**config.mk**
```make
export PLATFORM = sky130hd
export DESIGN_NAME = timed_message_queue
export DESIGN_NICKNAME = d
export VERILOG_FILES = /design/src/hdl/tmq_pkg.sv /design/src/hdl/tmq_ram.sv /design/src/hdl/tmq_engine.sv /design/src/hdl/timed_message_queue.sv
export VERILOG_INCLUDE_DIRS = /design/src /design/src/hdl
export SDC_FILE = /design/constraint.sdc
export NUM_CORES = 2
export LEC_CHECK = 0
export BUFFER_PORTS_ARGS = -buffer_cell sky130_fd_sc_hd__buf_4
export CORE_MARGIN = 1
export CORE_UTILIZATION = 45
export DETAILED_ROUTE_END_ITERATION = 12
export PLACE_DENSITY = 0.7
export SLEW_MARGIN = 20
export SYNTH_ARGS = -nofsm -noshare
export SYNTH_HDL_FRONTEND = slang
export SYNTH_SLANG_ARGS = --single-unit
```
**constraint.sdc**
```tcl
create_clock -name clk -period 9.55 [get_ports clk]
set_input_delay 0.955 -clock clk [delete_from_list [all_inputs] [get_ports clk]]
set_output_delay 0.955 -clock clk [all_outputs]
set_load 0.1 [all_outputs]
```
**src/hdl/timed_message_queue_defines.svh**
```systemverilog
// ----------------------------------------------------------------------------
// timed message queue assertion macros
// concurrent assertion helpers clocked on clk and disabled during rst
// ----------------------------------------------------------------------------
`ifndef TIMED_MESSAGE_QUEUE_DEFINES_SVH
`define TIMED_MESSAGE_QUEUE_DEFINES_SVH

`ifndef ASSERT_OFF
`define TMQ_ASSERT(label, prop, msg) \
  label: assert property (@(posedge clk) disable iff (rst) prop) else $error(msg);
`define TMQ_ASSERT_NEVER(label, expr, msg) \
  `TMQ_ASSERT(label, !(expr), msg)
`else
`define TMQ_ASSERT(label, prop, msg)
`define TMQ_ASSERT_NEVER(label, expr, msg)
`endif

`endif

```
**src/hdl/tmq_pkg.sv**
```systemverilog
`timescale 1ns / 1ps
// ----------------------------------------------------------------------------
// tmq_pkg
// item, result, entry and configuration types of the timed message queue
// ----------------------------------------------------------------------------
package tmq_pkg;

  localparam int OCC_W     = 5;
  localparam int LIMIT_W   = 5;
  localparam int CFG_IDX_W = 8;
  localparam int CFG_DAT_W = 16;

  localparam logic [LIMIT_W-1:0] QUEUE_LIMIT_RESET = 5'd16;

  localparam logic [CFG_IDX_W-1:0] REG_RUN_ENABLE  = 8'd0;
  localparam logic [CFG_IDX_W-1:0] REG_QUEUE_LIMIT = 8'd1;

  typedef enum logic [1:0] {
    OP_POST   = 2'd0,
    OP_POLL   = 2'd1,
    OP_REMOVE = 2'd2,
    OP_QUERY  = 2'd3
  } op_t;

  typedef enum logic [2:0] {
    ST_OK        = 3'd0,
    ST_FULL      = 3'd1,
    ST_STOPPED   = 3'd2,
    ST_NOT_DUE   = 3'd3,
    ST_NOT_FOUND = 3'd4
  } status_t;

  typedef struct packed {
    op_t         op;
    logic [15:0] msg_id;
    logic [15:0] payload_ref;
    logic [31:0] delay_us;
    logic [63:0] now_us;
  } cmd_t;

  typedef struct packed {
    status_t          status;
    logic [15:0]      out_id;
    logic [15:0]      out_ref;
    logic             found;
    logic [OCC_W-1:0] occupancy;
  } result_t;

  typedef struct packed {
    logic [63:0] due_time;
    logic [15:0] entry_id;
    logic [15:0] entry_ref;
  } entry_t;

  typedef struct packed {
    logic               run_enable;
    logic [LIMIT_W-1:0] queue_limit;
  } cfg_t;

endpackage

```
**src/hdl/tmq_ram.sv**
```systemverilog
`timescale 1ns / 1ps
// ----------------------------------------------------------------------------
// tmq_ram
// generic simple dual-port ram, one write port and one registered read port
// ----------------------------------------------------------------------------
module tmq_ram #(
  parameter int WIDTH = 96,
  parameter int DEPTH = 16
) (
  input  logic                     clk,
  input  logic                     wr_en,
  input  logic [$clog2(DEPTH)-1:0] wr_addr,
  input  logic [WIDTH-1:0]         wr_data,
  input  logic [$clog2(DEPTH)-1:0] rd_addr,
  output logic [WIDTH-1:0]         rd_data
);

  logic [WIDTH-1:0] mem [DEPTH];

  always_ff @(posedge clk) begin
    if (wr_en) begin
      mem[wr_addr] <= wr_data;
    end
    rd_data <= mem[rd_addr];
  end

endmodule

```
**src/hdl/tmq_engine.sv**
```systemverilog
`timescale 1ns / 1ps
`include "timed_message_queue_defines.svh"
// ----------------------------------------------------------------------------
// tmq_engine
// sequencer that walks the entry ram to insert, pop, remove and look up items
// ----------------------------------------------------------------------------
module tmq_engine #(
  parameter int DEPTH = 16
) (
  input  logic                     clk,
  input  logic                     rst,
  input  tmq_pkg::cfg_t            cfg,
  input  logic                     start,
  output logic                     busy,
  input  tmq_pkg::cmd_t            cmd,
  output logic                     done,
  output tmq_pkg::result_t         result,
  output logic [$clog2(DEPTH)-1:0] rd_addr,
  input  tmq_pkg::entry_t          rd_data,
  output logic                     wr_en,
  output logic [$clog2(DEPTH)-1:0] wr_addr,
  output tmq_pkg::entry_t          wr_data
);

  import tmq_pkg::*;

  localparam int IW = $clog2(DEPTH);
  localparam int CW = $clog2(DEPTH + 1);
  localparam int LW = (CW > LIMIT_W) ? CW : LIMIT_W;

  typedef enum logic [2:0] {
    S_IDLE,
    S_POST,
    S_INS,
    S_SCAN,
    S_SHIFT
  } state_t;

  state_t        state;
  logic [CW-1:0] count;
  logic [IW-1:0] ptr;
  op_t           op_q;
  logic [15:0]   id_q;
  logic [15:0]   ref_q;
  logic [63:0]   when_q;
  logic [63:0]   now_q;

  logic [CW-1:0] cnt_m1;
  logic          last;
  logic          full;
  logic          later;
  logic          hit;
  logic          quick;
  entry_t        new_entry;

  assign cnt_m1    = count - CW'(1);
  assign last      = (CW'(ptr) == cnt_m1);
  assign full      = (LW'(count) >= LW'(cfg.queue_limit)) || (count == CW'(DEPTH));
  assign later     = (rd_data.due_time > when_q);
  assign hit       = (op_q == OP_POLL) ? (rd_data.due_time <= now_q) : (rd_data.entry_id == id_q);
  assign new_entry = '{due_time: when_q, entry_id: id_q, entry_ref: ref_q};
  assign busy      = (state != S_IDLE);

  // item answered without walking the ram
  always_comb begin
    unique case (cmd.op)
      OP_POST: quick = !cfg.run_enable || full;
      OP_POLL: quick = !cfg.run_enable || (count == '0);
      default: quick = (count == '0);
    endcase
  end

  always_comb begin
    rd_addr = '0;
    wr_en   = 1'b0;
    wr_addr = '0;
    wr_data = new_entry;
    unique case (state)
      S_IDLE: begin
        rd_addr = (cmd.op == OP_POST) ? IW'(cnt_m1) : '0;
      end
      S_POST: begin
        rd_addr = ptr - IW'(1);
        wr_en   = 1'b1;
        wr_addr = ptr + IW'(1);
        wr_data = later ? rd_data : new_entry;
      end
      S_INS: begin
        wr_en = 1'b1;
      end
      S_SCAN: begin
        rd_addr = ptr + IW'(1);
      end
      S_SHIFT: begin
        rd_addr = ptr + IW'(1);
        wr_en   = 1'b1;
        wr_addr = ptr - IW'(1);
        wr_data = rd_data;
      end
      default: begin
        rd_addr = '0;
      end
    endcase
  end

  always_ff @(posedge clk) begin
    if (rst) begin
      state <= S_IDLE;
      count <= '0;
      done  <= 1'b0;
    end else begin
      unique case (state)
        S_IDLE: begin
          done <= start && quick;
          if (start) begin
            op_q             <= cmd.op;
            id_q             <= cmd.msg_id;
            ref_q            <= cmd.payload_ref;
            when_q           <= cmd.now_us + 64'(cmd.delay_us);
            now_q            <= cmd.now_us;
            ptr              <= (cmd.op == OP_POST) ? IW'(cnt_m1) : '0;
            result.out_id    <= '0;
            result.out_ref   <= '0;
            result.found     <= 1'b0;
            result.occupancy <= OCC_W'(count);
            unique case (cmd.op)
              OP_POST: begin
                if (!cfg.run_enable) begin
                  result.status <= ST_STOPPED;
                end else if (full) begin
                  result.status <= ST_FULL;
                end else begin
                  result.status <= ST_OK;
                  state         <= (count == '0) ? S_INS : S_POST;
                end
              end
              OP_POLL: begin
                if (!cfg.run_enable) begin
                  result.status <= ST_STOPPED;
                end else if (count == '0) begin
                  result.status <= ST_NOT_DUE;
                end else begin
                  result.status <= ST_OK;
                  state         <= S_SCAN;
                end
              end
              OP_REMOVE: begin
                if (count == '0) begin
                  result.status <= ST_NOT_FOUND;
                end else begin
                  result.status <= ST_OK;
                  state         <= S_SCAN;
                end
              end
              OP_QUERY: begin
                result.status <= ST_OK;
                if (count != '0) begin
                  state <= S_SCAN;
                end
              end
            endcase
          end
        end
        S_POST: begin
          done <= !later;
          if (later) begin
            if (ptr == '0) begin
              state <= S_INS;
            end else begin
              ptr <= ptr - IW'(1);
            end
          end else begin
            count            <= count + CW'(1);
            result.occupancy <= OCC_W'(count + CW'(1));
            state            <= S_IDLE;
          end
        end
        S_INS: begin
          done             <= 1'b1;
          count            <= count + CW'(1);
          result.occupancy <= OCC_W'(count + CW'(1));
          state            <= S_IDLE;
        end
        S_SCAN: begin
          done <= last || (hit ? (op_q == OP_QUERY) : (op_q == OP_POLL));
          if (hit) begin
            if (op_q == OP_QUERY) begin
              result.found <= 1'b1;
              state        <= S_IDLE;
            end else begin
              result.out_id  <= rd_data.entry_id;
              result.out_ref <= rd_data.entry_ref;
              if (last) begin
                count            <= cnt_m1;
                result.occupancy <= OCC_W'(cnt_m1);
                state            <= S_IDLE;
              end else begin
                ptr   <= ptr + IW'(1);
                state <= S_SHIFT;
              end
            end
          end else if (op_q == OP_POLL) begin
            result.status <= ST_NOT_DUE;
            state         <= S_IDLE;
          end else if (last) begin
            if (op_q == OP_REMOVE) begin
              result.status <= ST_NOT_FOUND;
            end
            state <= S_IDLE;
          end else begin
            ptr <= ptr + IW'(1);
          end
        end
        S_SHIFT: begin
          done <= last;
          if (last) begin
            count            <= cnt_m1;
            result.occupancy <= OCC_W'(cnt_m1);
            state            <= S_IDLE;
          end else begin
            ptr <= ptr + IW'(1);
          end
        end
        default: begin
          done  <= 1'b0;
          state <= S_IDLE;
        end
      endcase
    end
  end

  `TMQ_ASSERT_NEVER(a_count_max, count > CW'(DEPTH), "fill count beyond depth")
  `TMQ_ASSERT(a_ptr_range, (busy && state != S_INS) |-> (CW'(ptr) < count), "pointer past count")
  `TMQ_ASSERT(a_count_hold, (!done && !$past(rst)) |-> (count == $past(count)), "count moved")
  `TMQ_ASSERT(a_post_grows, (done && op_q == OP_POST && result.status == ST_OK) |-> (count == $past(count) + CW'(1)), "post not added")
  `TMQ_ASSERT(a_occ_match, done |-> (result.occupancy == OCC_W'(count)), "occupancy differs from fill count")

endmodule

```
**src/hdl/timed_message_queue.sv**
```systemverilog
`timescale 1ns / 1ps
// ----------------------------------------------------------------------------
// timed_message_queue
// bounded queue of messages held in due-time order in a single entry ram
// ----------------------------------------------------------------------------
// usage:
//   command channel: drive cmd and raise start; an item is taken at a clock
//   edge with start high and busy low. busy stays high while the item runs.
//   result channel: done is high for one cycle with result valid; there is no
//   back pressure, so the receiver must take it in that cycle.
//   config channel: cfg_index/cfg_data written when cfg_valid and cfg_ready
//   are both high; cfg_ready is always high. index 0 run_enable, 1 queue_limit.
//   sequencing: immediate answers (stopped, full, or an empty queue on a poll,
//   remove or query) raise done in the cycle after the accept edge; otherwise
//   the engine walks the entry ram through its single read and write port: a
//   post moves later entries back one place and a poll, remove or query scans
//   from the head, a poll or remove hit shifting the later entries forward.
//   a new item may be taken in the cycle that done is high.
//   reset: empty queue, run_enable 0, queue_limit 16; ram contents are not
//   cleared and only entries below the fill count are ever used.
// ----------------------------------------------------------------------------
module timed_message_queue #(
  parameter int DEPTH = 16
) (
  input  logic                           clk,
  input  logic                           rst,
  input  logic                           start,
  output logic                           busy,
  input  tmq_pkg::cmd_t                  cmd,
  output logic                           done,
  output tmq_pkg::result_t               result,
  input  logic                           cfg_valid,
  output logic                           cfg_ready,
  input  logic [tmq_pkg::CFG_IDX_W-1:0]  cfg_index,
  input  logic [tmq_pkg::CFG_DAT_W-1:0]  cfg_data
);

  import tmq_pkg::*;

  localparam int IW = $clog2(DEPTH);

  cfg_t          cfg;
  logic [IW-1:0] rd_addr;
  logic [IW-1:0] wr_addr;
  logic          wr_en;
  entry_t        rd_data;
  entry_t        wr_data;

  assign cfg_ready = 1'b1;

  always_ff @(posedge clk) begin
    if (rst) begin
      cfg.run_enable  <= 1'b0;
      cfg.queue_limit <= QUEUE_LIMIT_RESET;
    end else if (cfg_valid && cfg_ready) begin
      unique case (cfg_index)
        REG_RUN_ENABLE:  cfg.run_enable  <= cfg_data[0];
        REG_QUEUE_LIMIT: cfg.queue_limit <= cfg_data[LIMIT_W-1:0];
        default: begin
        end
      endcase
    end
  end

  tmq_engine #(
    .DEPTH(DEPTH)
  ) u_engine (
    .clk     (clk),
    .rst     (rst),
    .cfg     (cfg),
    .start   (start),
    .busy    (busy),
    .cmd     (cmd),
    .done    (done),
    .result  (result),
    .rd_addr (rd_addr),
    .rd_data (rd_data),
    .wr_en   (wr_en),
    .wr_addr (wr_addr),
    .wr_data (wr_data)
  );

  tmq_ram #(
    .WIDTH($bits(entry_t)),
    .DEPTH(DEPTH)
  ) u_ram (
    .clk     (clk),
    .wr_en   (wr_en),
    .wr_addr (wr_addr),
    .wr_data (wr_data),
    .rd_addr (rd_addr),
    .rd_data (rd_data)
  );

endmodule

```
==> flow_summary_export.csv <==
group,metric,value,unit
outcome,status,"completed",
cts,post_cts_resized,0,
critical_path,crit_top_cell,"nand2_1",
synthesis,synth_edf_count,1743,
place,dp_hpwl,94350,µm
global_routing,grt_use_met2,34.62,%
place,portBuffers,189,
run,cap_violations,0,
sta,slew_headroom,24.47,%
global_routing,grt_max_degree,215,
detailed_routing,vias,47452,
synthesis,synth-seq-cells,1854,
sta,rsz0062_at_grt,"no",
power_and_ir_drop,power,22.22,mW
place,place_congestion,0.8665,
critical_path,path_delay_family,"compound AO/OA/AOI/OAI gates",
sta,hold_violations,0,
global_routing,overflow,0,
global_routing,grt_pass1_wl,278200,µm
critical_path,crit_path_max_fanout,121,
global_routing,grt_use_met1,28.68,%
floorplanning,core_area,171500,µm²
synthesis,synth_area_leaders,"edfxtp_1 (67%), a211oi_1 (4.7%), nand2_1 (4.1%)",
global_routing,busiest_layer,"met2",
finish,multi_input_area,21190,µm²
critical_path,crit_type,"register to register",
sta,final.min_clock_period,5202,ps
finish,fillers,14120,
sta,finalMaxSlewViolations,0,
cts,cts_buffers,186,
critical_path,critPathLaunchType,"register",
power_and_ir_drop,powerDensity,253.3,nW/µm²
power_and_ir_drop,leakage,29.63,nW
synthesis,synthCells,5653,
global_routing,grt_antenna_before_repair,12,
critical_path,arrival,5870,ps
global_routing,grtUsageMet3,3.065,%
synthesis,avgSynthCellArea,13.74,µm²
floorplanning,die_y,417.5,µm
synthesis,ys.flop_type,"edfxtp_1",
critical_path,path_cells,"nor2_1, nand2_1, nand2_1, a221oi_1, o22a_4, buf_12, buf_4, a311oi_1, a211oi_1, a21oi_1",
floorplanning,ios,202,
floorplanning,initial_core_util,45.28,%
cts,cts.clk_slew.worst_paths,60,ps
critical_path,cp_slowest_stage_delay,820,ps
detailed_routing,drt-total-wl,186800,µm
critical_path,slowest_stage,"buf_4",
sta,finalSetupViolCount,0,
detailed_routing,vias_per_cell,5.780,
synthesis,async_flop_share,0,%
detailed_routing,final_antenna_net_count,0,
cts,clkLatencyLatePin,840,ps
hold_path,min-delay-path-class,"input pin to register",
sta,fin_hold_ws,301.6,ps
sta,fin_tns_setup,0,ps
sta,fmaxAchievable,0.1922,GHz
synthesis,syn_nets,5986,
cts,clock_path_buffers,3,
finish,syn_to_final_growth,12.94,%
synthesis,syn_area,77680,µm²
critical_path,path_buf_inv,2,
detailed_routing,firstDrtPassIters,5,
power_and_ir_drop,peakVddDrop,0.2031,mV
finish,final_net_count,6066,
critical_path,worstSetupEndpointType,"register",
synthesis,synth-seq-area-share,70.24,%
detailed_routing,drc,0,
cts,clkSinkCount,1854,
sta,skew,68.32,ps
synthesis,yosys.cell_count.top_type,"edfxtp_1",
floorplanning,core.rowCount,152,
sta,fin_crit_sh,54.48,%
detailed_routing,drt_iter0_drc,5162,
cts,cts_tree,"built",
cts,htree_levels,4,
finish,drive_above_1_share,11.50,%
synthesis,synth_area_leader_cell,"edfxtp_1",
detailed_routing,avgRoutedWirePerCell,22.76,µm
sta,setup_slack,4348,ps
synthesis,synthDominantCellAreaShare,67.38,%
critical_path,critPathRequiredTime,10220,ps
finish,ff_latch_area,54560,µm²
cts,cts_setup_buffers,0,
synthesis,yosys.cell_types.count,76,
place,dp_slack,4274,ps
global_routing,track_usage,20.93,%
sta,max_slew.worst_pin.slew,1130,ps
global_routing,grt_pass1_vias,45890,
floorplanning,die_area,174300,µm²
synthesis,netlist_top_cells_count,"edfxtp_1 (1743), nand2_1 (857), a211oi_1 (484), clkbuf_1 (303), a21oi_1 (291)",
floorplanning,die_x,417.5,µm
synthesis,yosys_warnings,0,
cts,cts_root_buf,"clkbuf_16",
cts,holdBufCountCts,0,
[final timing paths]
kind                            cells after the start                           to  slack (ps)                           start
worst max-delay path                               10    u_ram.rd_data[65]$_DFF_P_        4350  u_engine.state[0]$_SDFFE_PP0P_
worst min-delay path                                1  u_engine.now_q[5]$_DFFE_PP_         300                          cmd[5]
worst max register to register                     10    u_ram.rd_data[65]$_DFF_P_        4350  u_engine.state[0]$_SDFFE_PP0P_
worst min register to register                      1          cfg[4]$_SDFFE_PP1P_         470             cfg[4]$_SDFFE_PP1P_
[state kept, by name, indices dropped and copies added, names as in the netlist, 4 cells and up]
signal,cells
u_engine.count,5
u_engine.when_q,64
u_engine.ptr,4
u_ram.mem,1536
u_engine.ref_q,16
u_engine.id_q,16
u_engine.now_q,64
u_ram.rd_data,96
u_engine.result,41
cfg,6
[area by class of cell]
cell class / instances / area share (%)
Timing Repair Buffer: 256 / 2.490
Clock inverter: 101 / 1.325
Clock buffer: 249 / 5.826
Sequential cell: 1854 / 62.19
Tap cell: 2310 / 3.295
Multi-Input combinational cell: 3270 / 24.15
Inverter: 165 / 0.7060
Antenna cell: 5 / 0.01426
[power breakdown]
group | total [mW] | switching, mW | internal (mW)
clock network | 7.35 | 3.13 | 4.22
logic | 4.90 | 3.30 | 1.60
registers | 9.97 | 0.331 | 9.63
[cells in the final DEF (no fill, tap or decap), types with 9 or more instances in the layout]
cell	n
a221oi_1	9
clkbuf_1	41
nor4_1	13
and2_0	102
a21oi_1	290
nor2_4	17
a21o_1	31
clkbuf_16	186
bufinv_16	16
nor2b_1	14
and2_1	289
o211ai_1	16
clkinv_1	27
and3_1	42
mux2_2	59
and4_1	11
clkbuf_8	22
a211oi_1	484
edfxtp_1	1743
a311oi_1	194
nand2_1	857
buf_12	21
nand2b_1	16
xnor2_1	49
nand4_1	39
buf_4	235
xor2_1	41
nor2_1	68
o21ai_0	46
ha_1	174
clkinv_2	33
nor3_1	29
mux2_4	39
a31oi_1	201
dfxtp_1	111
nand3_1	33
inv_1	164
[cells by family after synthesis]
family | count (synthesis) | share of synthesized area [%]
xor gates and xnor gates | 90 | 1.015
other | 1 | 0.004828
AOI/OAI and AO/OA | 1341 | 11.94
DFF | 1854 | 70.24
buffers and inverters | 529 | 2.743
adders and majority gates | 175 | 2.829
muxes | 104 | 1.687
and+or+nand+nor | 1559 | 9.538
[metal layers]
metal	routed length [µm]	vias to the layer above	part of all wire, %
li1	-	21738	-
met1	79210	23609	42
met2	90160	1809	48
met3	13180	294	7.1
met4	4277	2	2.3
met5	13	-	0.0070
[metrics by stage]
stage	std cells	util, %	area, µm²
6_report	8210	51.14	87730
5_1_grt	8210	51.14	87730
4_1_cts	8205	51.13	87710
3_5_place_dp	7855	47.47	81440
3_3_place_gp	7855	47.47	81440
2_1_floorplan	5653	-	77680
Note: power is estimated with default switching activity, not from simulation.
